## config.mk

```make
export PLATFORM = sky130hd
export DESIGN_NAME = dptc_div
export DESIGN_NICKNAME = d
export VERILOG_FILES = /design/src/rtl/dptc_pkg.sv /design/src/rtl/dptc_div.sv
export SDC_FILE = /design/constraint.sdc
export NUM_CORES = 1
export LEC_CHECK = 0
export ABC_AREA = 1
export ABC_CLOCK_PERIOD_IN_PS = 3860
export BUFFER_PORTS_ARGS = -buffer_cell sky130_fd_sc_hd__buf_2
export CORE_UTILIZATION = 50
export DETAILED_ROUTE_END_ITERATION = 10
export GPL_ROUTABILITY_DRIVEN = 0
export PLACE_DENSITY = 0.78
export SLEW_MARGIN = 5
export SYNTH_ARGS = -nofsm -noshare
export SYNTH_HDL_FRONTEND = slang
export SYNTH_SLANG_ARGS = --single-unit
```

## constraint.sdc

```tcl
create_clock -name clk -period 3.86 [get_ports clk]
set_clock_uncertainty 0.15 [all_clocks]
set_input_delay 0.193 -clock clk [delete_from_list [all_inputs] [get_ports clk]]
set_output_delay 0.193 -clock clk [all_outputs]
set_load 0.01 [all_outputs]
```

## src/rtl/dptc_pkg.sv

```systemverilog
// Package: constants, types and codes shared by the template classifier.
`default_nettype none
package dptc_pkg;

    localparam int MAX_ENTRIES    = 32;
    localparam int MAX_FEATURES   = 32;
    localparam int PRESET_ENTRIES = 6;

    localparam int ENTRY_W   = $clog2(MAX_ENTRIES);
    localparam int FEAT_W    = $clog2(MAX_FEATURES);
    localparam int CNT_W     = $clog2(MAX_FEATURES + 1);
    localparam int USED_W    = $clog2(MAX_ENTRIES + 1);
    localparam int ADDR_W    = ENTRY_W + FEAT_W;
    localparam int VALUE_W   = 16;
    localparam int PROD_W    = 2 * VALUE_W;
    localparam int ACC_W     = PROD_W + CNT_W;
    localparam int MAG_W     = ACC_W - 1;
    localparam int DIV_CNT_W = $clog2(MAG_W + 1);
    localparam int SCORE_W   = 32;
    localparam int MATCH_W   = 5;
    localparam int CONF_W    = 31;
    localparam int STATUS_W  = 2;
    localparam int OUT_W     = 40;

    localparam int PRESET_USED_I = (PRESET_ENTRIES < MAX_ENTRIES) ? PRESET_ENTRIES : MAX_ENTRIES;
    localparam logic [USED_W-1:0]  PRESET_USED   = USED_W'(PRESET_USED_I);
    localparam logic [CONF_W-1:0]  CONF_FALLBACK = 31'd5033165;
    localparam logic signed [SCORE_W-1:0] SCORE_INIT = -32'sd16777216;

    localparam logic OP_LEARN = 1'b0;
    localparam logic OP_QUERY = 1'b1;

    typedef enum logic [STATUS_W-1:0] {
        ST_LEARNED    = 2'd0,
        ST_FULL       = 2'd1,
        ST_CLASSIFIED = 2'd2
    } status_t;

    typedef enum logic [3:0] {
        S_IDLE,
        S_COPY,
        S_SCORE,
        S_MAC,
        S_DRAIN,
        S_DIV,
        S_DIV_WAIT,
        S_CMP,
        S_FINISH
    } state_t;

    typedef struct packed {
        logic             start;
        logic [MAG_W-1:0] dividend;
        logic [CNT_W-1:0] divisor;
    } div_req_t;

    typedef struct packed {
        logic             done;
        logic [MAG_W-1:0] quotient;
    } div_rsp_t;

endpackage
`default_nettype wire

```

## src/rtl/dptc_div.sv

```systemverilog
// Restoring divider: one quotient bit per cycle, small divisor.
`default_nettype none
module dptc_div (
    input  wire logic              clk,
    input  wire logic              rst_n,
    input  wire dptc_pkg::div_req_t req,
    output dptc_pkg::div_rsp_t     rsp
);
    import dptc_pkg::*;

    logic                 busy_reg, busy_next;
    logic                 done_reg, done_next;
    logic [DIV_CNT_W-1:0] cnt_reg, cnt_next;
    logic [MAG_W-1:0]     quo_reg, quo_next;
    logic [CNT_W-1:0]     rem_reg, rem_next;
    logic [CNT_W-1:0]     dvs_reg, dvs_next;
    logic [CNT_W:0]       rem_sh;
    logic                 ge;

    assign rem_sh = {rem_reg, quo_reg[MAG_W-1]};
    assign ge     = rem_sh >= {1'b0, dvs_reg};

    always_comb
    begin
        busy_next = busy_reg;
        done_next = 1'b0;
        cnt_next  = cnt_reg;
        quo_next  = quo_reg;
        rem_next  = rem_reg;
        dvs_next  = dvs_reg;
        if (req.start)
        begin
            busy_next = 1'b1;
            cnt_next  = DIV_CNT_W'(MAG_W);
            quo_next  = req.dividend;
            rem_next  = '0;
            dvs_next  = req.divisor;
        end
        else if (busy_reg)
        begin
            quo_next = {quo_reg[MAG_W-2:0], ge};
            rem_next = CNT_W'(ge ? rem_sh - {1'b0, dvs_reg} : rem_sh);
            cnt_next = cnt_reg - 1'b1;
            if (cnt_reg == DIV_CNT_W'(1))
            begin
                busy_next = 1'b0;
                done_next = 1'b1;
            end
        end
    end

    always_ff @(posedge clk or negedge rst_n)
    begin
        if (!rst_n)
        begin
            busy_reg <= 1'b0;
            done_reg <= 1'b0;
            cnt_reg  <= '0;
        end
        else
        begin
            busy_reg <= busy_next;
            done_reg <= done_next;
            cnt_reg  <= cnt_next;
        end
    end

    always_ff @(posedge clk)
    begin
        quo_reg <= quo_next;
        rem_reg <= rem_next;
        dvs_reg <= dvs_next;
    end

    assign rsp.done     = done_reg;
    assign rsp.quotient = quo_reg;

`ifndef SYNTHESIS
    a_no_start_busy: assert property (@(posedge clk) disable iff (!rst_n)
        req.start |-> !busy_reg)
        else $error("divider started while busy");
    a_done_after_busy: assert property (@(posedge clk) disable iff (!rst_n)
        done_reg |-> $past(busy_reg))
        else $error("divider done without a run");
    a_fall_done: assert property (@(posedge clk) disable iff (!rst_n)
        $fell(busy_reg) |-> done_reg)
        else $error("divider run ended without done");
`endif
endmodule
`default_nettype wire

```

==> results of run 1 <==
==> repair_timing <==
action,CTS,global route
hold endpoints to repair,45,0
setup buffers,0,0
resized for setup,0,0
hold buffers,38,0
==> cells by family (layout without fill, tap and decap cells) <==
family | Yosys count | in the layout | share of synthesized area
AO/OA/AOI/OAI | 10 | 10 | 0.0219
XOR/XNOR | 2 | 2 | 0.00627
adder cells (fa/ha/maj) | 10 | 10 | 0.0475
buffers and inverters | 38 | 167 | 0.0546
flip-flops | 57 | 57 | 0.577
AND/OR/NAND/NOR | 187 | 187 | 0.293
==> metrics by stage <==
| stage | area (sq um) | std cells |
|---|---|---|
| floorplan | 2790 | 304 |
| detailed placement | 3260 | 449 |
| global placement | 3260 | 449 |
| global route | 3850 | 503 |
| finish | 3850 | 503 |
| CTS | 3850 | 503 |
==> synthesized netlist by cell type, types with 2 or more instances <==
master | n | area, sq um
ha_1 | 9 | 113
nand3_1 | 15 | 75.1
nor2_4 | 3 | 33.8
dfxtp_1 | 6 | 120
nand4_1 | 3 | 18.8
nor2_1 | 6 | 22.5
nand2_1 | 143 | 537
or2_1 | 2 | 12.5
nand2_2 | 4 | 25.0
inv_2 | 4 | 15.0
nand3b_1 | 3 | 22.5
inv_1 | 24 | 90.1
clkbuf_1 | 4 | 15.0
a21oi_2 | 2 | 17.5
edfxtp_1 | 43 | 1290
a21oi_1 | 3 | 15.0
nor2_2 | 2 | 12.5
a31oi_1 | 2 | 12.5
dfrtp_1 | 8 | 200
buf_2 | 5 | 25.0
nor3_1 | 2 | 10.0
==> worst paths after layout <==
check / end / slack [ns] / cells after the start
setup / recovery: rem_reg[4]$_SDFFE_PP0P_ / 1.97 / 9
hold / removal: quo_reg[34]$_DFFE_PP_ / -0.008 / 3
setup reg to reg: rem_reg[4]$_SDFFE_PP0P_ / 1.97 / 9
hold reg to reg: rem_reg[1]$_SDFFE_PP0P_ / 0.33 / 2
max in group asynchronous: cnt_reg[1]$_DFFE_PN0P_ / 3.31 / 2
min in group asynchronous: done_reg$_DFF_PN0_ / 0.08 / 2
==> where the power goes <==
group	total (mW)	internal [mW]	leakage, nW	switching (mW)
logic	0.516	0.214	1.24	0.302
registers	0.801	0.747	0.607	0.0538
clock network	0.583	0.348	0.107	0.235
total	1.90	1.31	1.96	0.591
==> final cells by class <==
cell class              instances  area [sq um]
inverters                      28           105
clock buffers                  13           169
clock inverters                 3          38.8
repair buffers                123           811
fillers                       356          1390
multi-input cells             209          1030
flip-flops and latches         57          1610
well taps                      70          87.6
==> layout by cell type, fill, tap and decap left out, types with 2 or more instances in the layout <==
cell and count:
nand2_1 143, buf_2 83, edfxtp_1 43, dlygate4sd3_1 38, inv_1 24, nand3_1 15
clkbuf_8 12, ha_1 9, dfrtp_1 8, nor2_1 6, dfxtp_1 6, inv_2 4
nand2_2 4, nor2_4 3, nand4_1 3, a21oi_1 3, nand3b_1 3, nor2_2 2
a21oi_2 2, a31oi_1 2, or2_1 2, nor3_1 2, buf_4 2
==> critical path, delay by kind of cell (launching register included) <==
family / cells / cell delay, ns
compound gates: 1 / 0.31
simple gates: 7 / 0.63
fa+ha+maj: 1 / 0.36
flops: 1 / 0.34
==> layer usage <==
layer / up-vias / GRT usage / share of wire
li1: 1221 / - / -
met1: 1115 / 0.308 / 0.40
met2: 106 / 0.419 / 0.51
met3: 22 / 0.0560 / 0.066
met4: 0 / 0.156 / 0.031
met5: - / 0 / 0
==> results.md, run 1 <==
- CP Launch Type: register
- Chip width: 76.8 microns
- CTS tree: yes
- Crit path from: rem_reg[3]$_SDFFE_PP0P_
- Clock buffer depth: 2
- CTS Sinks: 57
- Pleak: 1.96 nW
- Initial DRC count: 173
- Die area: 5890 sq um
- Clk Latency, worst-skew pair: 0.34 ns
- Post-route ant nets: 0
- Worst Slack Setup Final: 1.97 ns
- Hold Slack: -0.00786 ns
- Status: finished with violations
- GRT Total Usage: 0.256
- Hold Path Class: in -> reg
- Count of final hold-check violations: 1
- Via Count: 2464
- Vias in the first global route: 2472
- Clk root buf: clkbuf_8
- WS Path Type: reg -> reg
- #FFs+latches synth: 57
- First-pass GRT wire length: 11500 microns
- Final period utilization: 0.489
- Ys Warns: 0
- F_max: 0.530 GHz
- Number of library cell types mapped by synthesis: 32
- Final Core Density: 0.736
- Violated checks: hold timing
- DP Worst Slack: 1.89 ns
- H-tree lvl count: 3
- Max Cap Viol: 0
- GR Overflow Total: 0
- Fraction of layout instances using a drive strength above 1: 0.273
- Min Clock Period, post-route: 1.89 ns
- Number of port buffers: 83
- Post-synth EDFFs: 43
- Total CTS buffers: 9
- R2R Path Start: rem_reg[3]$_SDFFE_PP0P_
- Setup TNS: 0 ns
- Initial antenna violation count: 0
- Layout Nets: 484
- Post-Syn Nets: 360
- Clock slew at reported path FFs: 0.08 ns
- Worst EP arrival: 1.96 ns
- Max-slew violation count: 0
- Detailed Routing Iterations Pass 1: 4
- Dpl hpwl: 4300 microns
- Residual DRC: 0
- Std cell rows: 26
- CP cell instances: ha_1 -> nand2_1 -> nand2_2 -> nand2_1 -> nand2_1 -> a21oi_2 -> nand3_1 -> nand3_1 -> nand2_1
- Top Ports: 84
- PD cells: 493 nW/um^2
- Max FO, Critical Path: 7
- Crit. End Element: register
- CORE AREA: 5240 sq um
- Required @ worst endpoint: 3.93 ns
- HP Start: req[40]
- Drt total wl: 6990 microns
- Post-Syn Area: 2790 sq um
- RSZ-0062 raised after global routing: no
- Post-synthesis sequential area ratio: 0.577
- Max reg flops: 37
- Slew @ Worst Pin: 0.624 ns
- Layout area overhead: 37.9%
- # setup viols final: 0
- Mapped Cells: 304
- FFs w/ async S/R, synth: 0.140
- Die height: 76.8 microns
- Crit path largest cell delay: 0.36 ns
- Synthesized area per cell: 9.19 sq um
- Slowest CP cell: ha_1
- CP dominant cell by count: nand2_1
- Final Power: 1.90 mW
- Diodes inserted: 0
- Worst vdd ir: 0.255 mV
- Main flop type after synthesis: edfxtp_1
- Routed wire length per instance: 13.9 microns
- Initial Utilization: 0.533
- Vias per cell: 4.90
- Max-slew headroom: 0.584
- Largest net degree at the start of global routing: 42
Note: power is estimated with default switching activity, not from simulation.
==> inputs of run 2 (changes only) <==
--- a/config.mk
+++ b/config.mk
@@ -5,13 +5,13 @@
 export SDC_FILE = /design/constraint.sdc
 export NUM_CORES = 1
 export LEC_CHECK = 0
-export ABC_AREA = 1
-export ABC_CLOCK_PERIOD_IN_PS = 3860
+export ABC_AREA = 0
+export ABC_CLOCK_PERIOD_IN_PS = 1600
 export BUFFER_PORTS_ARGS = -buffer_cell sky130_fd_sc_hd__buf_2
-export CORE_UTILIZATION = 50
+export CORE_UTILIZATION = 46
 export DETAILED_ROUTE_END_ITERATION = 10
 export GPL_ROUTABILITY_DRIVEN = 0
-export PLACE_DENSITY = 0.78
+export PLACE_DENSITY = 0.76
 export SLEW_MARGIN = 5
 export SYNTH_ARGS = -nofsm -noshare
 export SYNTH_HDL_FRONTEND = slang
==> constraint.sdc (replaced) <==
create_clock -name clk -period 1.6 [get_ports clk]
set_clock_uncertainty 0.15 [all_clocks]
set_input_delay 0.08 -clock clk [delete_from_list [all_inputs] [get_ports clk]]
set_output_delay 0.08 -clock clk [all_outputs]
set_load 0.01 [all_outputs]
==> run 2 against run 1 <==
Clock power grew 89%. Largest power group unchanged. Die area grew 5.0%. Sequential cell count is the same. Critical endpoint is now quo_reg[0]$_DFFE_PP_. Combinational power grew to 3.2 times the previous value. Fmax shrank 10%. The run ends with setup timing left. Power grew 150%. Sequential power grew 150%. Clock-buffer cell count shrank 2. Largest cell class unchanged. Cell area grew 4.1%. Synthesized area shrank 3.3%.
==> results.md, run 2 <==
- # setup viols final: 7 (+7)
- Total CTS buffers: 9 (unchanged)
- Die height: 78.6 microns (+2.4%)
- CP delay by family, top: compound AO/OA/AOI/OAI gates
- DP Worst Slack: -0.522 ns (-2.41 ns)
- Status: finished with violations
- RSZ-0062 raised after global routing: yes
- Hold Slack: 0.00708 ns (+0.0149 ns)
- First-pass GRT wire length: 11400 microns (-1.1%)
- Most numerous cell in the Yosys netlist: edfxtp_1
- Routed wire length per instance: 16.0 microns (+15%)
- Worst EP arrival: 2.04 ns (+0.08 ns)
- Hold Path Class: in -> reg
- Max FO, Critical Path: 4 (-3)
- Worst Slack Setup Final: -0.500 ns (-2.47 ns)
- Via Count: 2143 (-13%)
- Crit path largest cell delay: 0.38 ns (+0.02 ns)
- Slowest CP cell: edfxtp_1
- FFs w/ async S/R, synth: 0.140 (unchanged)
- Fraction of layout instances using a drive strength above 1: 0.466 (+0.194)
- Worst vdd ir: 0.860 mV (+240%)
- Dpl hpwl: 3860 microns (-10%)
- Chip width: 78.6 microns (+2.4%)
- Initial Utilization: 0.485 (-0.0488)
- Violated checks: setup timing
- Post-synthesis sequential area ratio: 0.597 (+0.0198)
- CTS Sinks: 57 (unchanged)
- Placed instance area: 3370 sq um (+3.3%)
- Number of port buffers: 83 (unchanged)
- Detailed Routing Iterations Pass 1: 4 (unchanged)
- Post-Syn Area: 2700 sq um (-3.3%)
- Post-synth top area share: 0.478 (+0.0158)
- Slew @ Worst Pin: 0.384 ns (-0.240 ns)
- Mapped Cells: 196 (-36%)
- Hold path depth: 3 (unchanged)
- Std cell rows: 27 (+3.8%)
- #FFs+latches synth: 57 (unchanged)
- Die area: 6180 sq um (+5.0%)
- Reg2reg path depth: 7 (-2)
- Drt total wl: 6850 microns (-1.9%)
- Crit. End Element: register
- Top post-synthesis cells by count: edfxtp_1, mux2_2, nor2_1
- Critical path buffer and inverter count: 2 (+2)
- Diodes inserted: 0 (unchanged)
- Clk Latency, worst-skew pair: 0.33 ns (about the same)
- PD cells: 1170 nW/um^2 (+140%)
- Pleak: 1.78 nW (-9.2%)
- Synthesized area per cell: 13.8 sq um (+50%)
- F_max: 0.476 GHz (-10%)
- H-tree lvl count: 3 (unchanged)
- Placed Instances: 364 (-19%)
- Crit. path cell count: 7 (-2)
- Post-route ant nets: 0 (unchanged)
- WS Path Type: reg -> reg
- Synth top area cells: edfxtp_1, mux2_2, dfrtp_1, dfxtp_1, ha_1
- Vias in the first global route: 2363 (-4.4%)
- Clock buffer depth: 2 (unchanged)
- Clock slew at reported path FFs: 0.07 ns (about the same)
- GRT Total Usage: 0.247 (-0.00916)
- CORE AREA: 5570 sq um (+6.4%)
- Max-slew violation count: 0 (unchanged)
- Clk root buf: clkbuf_8
- Setup TNS: -3.20 ns (-3.20 ns)
- GR Overflow Total: 0 (unchanged)
- Ys Warns: 0 (unchanged)
- Max reg flops: 37 (unchanged)
- Residual DRC: 0 (unchanged)
- Vias per cell: 5.01 (+2.2%)
- CTS tree: yes
- Area leader, netlist: edfxtp_1
- Initial antenna violation count: 0 (unchanged)
- Layout area overhead: 48.5%
- Commonest non-fill, non-tap cell in the layout: buf_2
- Max-slew headroom: 0.743 (+0.160)
- Top Ports: 84 (unchanged)
- Post-synth EDFFs: 43 (unchanged)
- Non-filler cells, final: 428 (-15%)
- CP cell instances: inv_2 -> ha_4 -> a21o_1 -> a211o_1 -> a41o_1 -> buf_4 -> mux2_4
- Final instance area: 4010 sq um (+4.1%)
- Main flop type after synthesis: edfxtp_1
- Most frequent cells in the layout: buf_2, dlygate4sd3_1, edfxtp_1, mux2_2, buf_4
- Required @ worst endpoint: 1.54 ns (-2.39 ns)
- Number of library cell types mapped by synthesis: 36 (+13%)
- Post-Syn Nets: 252 (-30%)
- Layout Nets: 407 (-16%)
- CP Launch Type: register
- Initial DRC count: 101 (-42%)
- Count of final hold-check violations: 0 (-1)
- Filler instances: 370 (+3.9%)
- Final period utilization: 1.31 (+0.824)
- Max Cap Viol: 0 (unchanged)
- Min Clock Period, post-route: 2.10 ns (+0.213 ns)
- Largest net degree at the start of global routing: 33 (-21%)
## run 2: cell types whose count changed after synthesis, moves of 4 or more
cell,previous run,this run
inv_2,4,0
nor2_1,6,15
inv_1,24,12
nor3b_1,0,4
a211oi_1,0,5
nand2_2,4,0
nand2b_1,0,4
buf_2,5,0
buf_1,0,5
nand3_1,15,0
nand2_1,143,4
mux2_2,0,38
## run 2: kinds of logic (layout without fill, tap and decap cells)
kind of cell	Yosys count	after routing	share of synthesized area
AND/OR/NAND/NOR	38	38	0.0764
AO/OA/AOI/OAI	21	21	0.0510
multiplexers	41	41	0.170
XOR/XNOR	7	7	0.0227
adder cells (fa/ha/maj)	10	10	0.0491
flip-flops	57	57	0.597
buffers and inverters	22	182	0.0347
## run 2: cell type report
cell class              instances  area (sq um)  area share
flip-flops and latches         57          1610       0.402
repair buffers                154          1080       0.268
multi-input cells             117          1030       0.257
clock buffers                  11           131      0.0328
well taps                      72          90.1      0.0225
inverters                      12          48.8      0.0122
clock inverters                 5          22.5     0.00561
## run 2: worst min-delay path, cell delays in order
cell,delay [ns]
buf_2,0.17
nor2_4,0.13
nor2_1,0.06
## run 2: metal layers
metal	GRT usage	vias to the layer above	part of all wire
li1	-	1028	-
met1	0.276	1017	0.40
met2	0.438	81	0.51
met3	0.0628	17	0.065
met4	0.113	0	0.026
met5	0	-	0
## run 2: path summary, 6_finish.rpt
path / start / end / slack (ns)
hold reg to reg: rem_reg[5]$_SDFFE_PP0P_ / rem_reg[5]$_SDFFE_PP0P_ / 0.40
setup reg to reg: dvs_reg[4]$_DFFE_PP_ / quo_reg[0]$_DFFE_PP_ / -0.50
min in group asynchronous: rst_n / cnt_reg[1]$_DFFE_PN0P_ / 0.57
setup / recovery: dvs_reg[4]$_DFFE_PP_ / quo_reg[0]$_DFFE_PP_ / -0.50
hold / removal: req[43] / busy_reg$_DFF_PN0_ / 0.007
max in group asynchronous: rst_n / cnt_reg[2]$_DFFE_PN0P_ / 0.45
## run 2: where the power goes
group	leakage (nW)	switching [mW]	internal, mW
Sequential	0.594	0.145	1.83
Combinational	1.10	0.716	0.909
Clock	0.0819	0.559	0.543
## run 2: metrics by stage
stage,power (mW),utilization
finish,4.71,0.720
global route,4.96,0.720
CTS,4.66,0.720
detailed placement,3.42,0.605
global placement,3.38,0.605
floorplan,2.87,-
## run 2: what timing repair did
| item | 4_1_cts | 5_1_grt |
|---|---|---|
| setup endpoints to repair | 7 | 7 |
| setup buffers | 2 | 0 |
| hold buffers | 46 | 0 |
| pin swaps | 3 | 2 |
| resized for setup | 2 | 1 |
| endpoints found under the hold margin | 54 | 0 |
==> inputs of run 3 (changes only) <==
--- a/config.mk
+++ b/config.mk
@@ -7,12 +7,14 @@
 export LEC_CHECK = 0
 export ABC_AREA = 0
 export ABC_CLOCK_PERIOD_IN_PS = 1600
-export BUFFER_PORTS_ARGS = -buffer_cell sky130_fd_sc_hd__buf_2
+export BUFFER_PORTS_ARGS = -buffer_cell sky130_fd_sc_hd__buf_4
 export CORE_UTILIZATION = 46
 export DETAILED_ROUTE_END_ITERATION = 10
 export GPL_ROUTABILITY_DRIVEN = 0
 export PLACE_DENSITY = 0.76
+export SETUP_SLACK_MARGIN = 0.02
 export SLEW_MARGIN = 5
 export SYNTH_ARGS = -nofsm -noshare
 export SYNTH_HDL_FRONTEND = slang
 export SYNTH_SLANG_ARGS = --single-unit
+export TNS_END_PERCENT = 5
==> run 3 against run 2 <==
The run still ends with setup timing left. Via count rose by 1.0%. Sequential power barely moved. Clock-buffer cell count rose by 1. Combinational power rose by 7%. Cell count rose by 1.2%. Sequential cell count did not move. Fmax fell by 0.83%. Wire length rose by 7.2%. Clock power barely moved. Worst hold slack improved by 0.31 ns. Non-clock buffer count rose by 5. Setup slack got worse by 0.018 ns.
==> results.md, run 3 (synthesized netlist as in run 2, its figures left out) <==
- Initial DRC count: 107 (+5.9%)
- CORE AREA: 5570 sq um (unchanged)
- GRT Total Usage: 0.258 (+0.0108)
- # setup viols final: 7 (unchanged)
- Via Count: 2165 (+1.0%)
- Diodes inserted: 0 (unchanged)
- Switch Pwr: 1.47 mW (+3.4%)
- Reg power frac: 0.409 (-0.011)
- Hold Path Class: in -> reg
- Number of port buffers: 83 (unchanged)
- Total CTS buffers: 9 (unchanged)
- Most frequent cells in the layout: buf_4, dlygate4sd3_1, edfxtp_1, mux2_2, nor2_1
- Die height: 78.6 microns (unchanged)
- Hold Slack: 0.316 ns (+0.308 ns)
- Violated checks: setup timing
- Status: finished with violations
- First-pass GRT wire length: 11600 microns (+2.3%)
- Final period utilization: 1.32 (+0.0110)
- Initial antenna violation count: 0 (unchanged)
- Die area: 6180 sq um (unchanged)
- Crit. End Element: register
- CTS Sinks: 57 (unchanged)
- RSZ-0062 raised after global routing: yes
- Layout Nets: 412 (+1.2%)
- Max FO, Critical Path: 4 (unchanged)
- Final Power: 4.86 mW (+3.2%)
- H-tree lvl count: 3 (unchanged)
- Fraction of power spent switching nets: 0.302 (+0.000609)
- Clk pwr share: 0.233 (about the same)
- Initial Utilization: 0.485 (unchanged)
- Top Ports: 84 (unchanged)
- Fraction of layout instances using a drive strength above 1: 0.476 (+0.0102)
- Clock slew at reported path FFs: 0.07 ns (about the same)
- Vias in the first global route: 2381 (+0.76%)
- Clk root buf: clkbuf_8
- Worst vdd ir: 0.664 mV (-23%)
- CTS tree: yes
- GR Overflow Total: 0 (unchanged)
- Pleak: 1.90 nW (+7.2%)
- Max-slew violation count: 0 (unchanged)
- Min Clock Period, post-route: 2.12 ns (+0.0177 ns)
- Gate power share: 0.358 (+0.013)
- Post-route ant nets: 0 (unchanged)
- Routed wire length per instance: 17.0 microns (+6.0%)
- Largest net degree at the start of global routing: 23 (-30%)
- WS Path Type: reg -> reg
- Count of final hold-check violations: 0 (unchanged)
- Clock buffer depth: 2 (unchanged)
- Residual DRC: 0 (unchanged)
- Worst EP arrival: 2.06 ns (+0.02 ns)
- PD cells: 1120 nW/um^2 (-4.3%)
- CP Launch Type: register
- Max-slew headroom: 0.756 (+0.0129)
- Chip width: 78.6 microns (unchanged)
- Detailed Routing Iterations Pass 1: 4 (unchanged)
- DP Worst Slack: -0.544 ns (-0.0224 ns)
- Slew @ Worst Pin: 0.364 ns (-0.0193 ns)
- Dpl hpwl: 4230 microns (+9.4%)
- Vias per cell: 5.00 (-0.14%)
- Non-filler cells, final: 433 (+1.2%)
- Drt total wl: 7350 microns (+7.2%)
- Placed Instances: 370 (+1.6%)
- Worst Slack Setup Final: -0.518 ns (-0.0177 ns)
- Max Cap Viol: 0 (unchanged)
- F_max: 0.472 GHz (-0.83%)
- Int Power: 3.39 mW (+3.1%)
- Layout area overhead: 60.1%
- Max reg flops: 37 (unchanged)
- Filler instances: 323 (-13%)
- Clk Latency, worst-skew pair: 0.34 ns (about the same)
- Required @ worst endpoint: 1.54 ns (about the same)
- Commonest non-fill, non-tap cell in the layout: buf_4
- Std cell rows: 27 (unchanged)
==> run 3: final timing paths <==
path | from | end | slack, ns | cells after the start
hold / removal | req[2] | dvs_reg[2]$_DFFE_PP_ | 0.32 | 2
min in group asynchronous | rst_n | done_reg$_DFF_PN0_ | 0.57 | 3
setup reg to reg | dvs_reg[4]$_DFFE_PP_ | quo_reg[0]$_DFFE_PP_ | -0.52 | 7
hold reg to reg | rem_reg[5]$_SDFFE_PP0P_ | rem_reg[5]$_SDFFE_PP0P_ | 0.38 | 2
setup / recovery | dvs_reg[4]$_DFFE_PP_ | quo_reg[0]$_DFFE_PP_ | -0.52 | 7
max in group asynchronous | rst_n | cnt_reg[3]$_DFFE_PN0P_ | 0.47 | 3
==> run 3: critical path, stage by stage (launching register included) <==
cell and delay, ns:
edfxtp_1 0.37, inv_2 0.07, ha_4 0.19, a21o_1 0.15
a211o_1 0.25, a41o_1 0.26, buf_4 0.16, mux2_2 0.27
==> run 3: power by group through the flow <==
stage          Combinational, mW  Clock [mW]  Sequential, mW
2_1_floorplan              0.822           0            2.04
3_3_place_gp                1.48           0            1.99
3_5_place_dp                1.53           0            2.00
4_1_cts                     1.69        1.13            1.97
5_1_grt                     1.89        1.21            2.01
6_report                    1.74        1.13            1.99
==> run 3: layout make-up <==
cell class              count  area (sq um)  area share
repair buffers            159          1380       0.320
clock buffers              12           135      0.0313
inverters                  12          48.8      0.0113
multi-input cells         117          1030       0.239
flip-flops and latches     57          1610       0.373
well taps                  72          90.1      0.0208
clock inverters             4          20.0     0.00463
==> run 3: stage by stage <==
step	setup TNS (ns)	utilization	area [sq um]
final	-3.24	0.776	4320
after detailed placement	-3.45	0.661	3680
after global routing	-3.85	0.776	4320
after floorplan	-13.47	-	2730
after global placement	-3.05	0.661	3680
after CTS	-3.24	0.776	4320
==> run 3: what timing repair did <==
action / CTS / global route
endpoints found under the hold margin: 53 / 0
hold buffers: 46 / 0
setup buffers: 1 / 0
endpoints found under the setup margin: 7 / 7
pin swaps: 6 / 2
resized for setup: 4 / 0
==> run 3: metal layers <==
| layer | share of wire | vias to the layer above | track usage |
|---|---|---|---|
| li1 | - | 1036 | - |
| met1 | 0.39 | 1028 | 0.289 |
| met2 | 0.53 | 84 | 0.460 |
| met3 | 0.055 | 17 | 0.0570 |
| met4 | 0.024 | 0 | 0.122 |
| met5 | 0 | - | 0 |
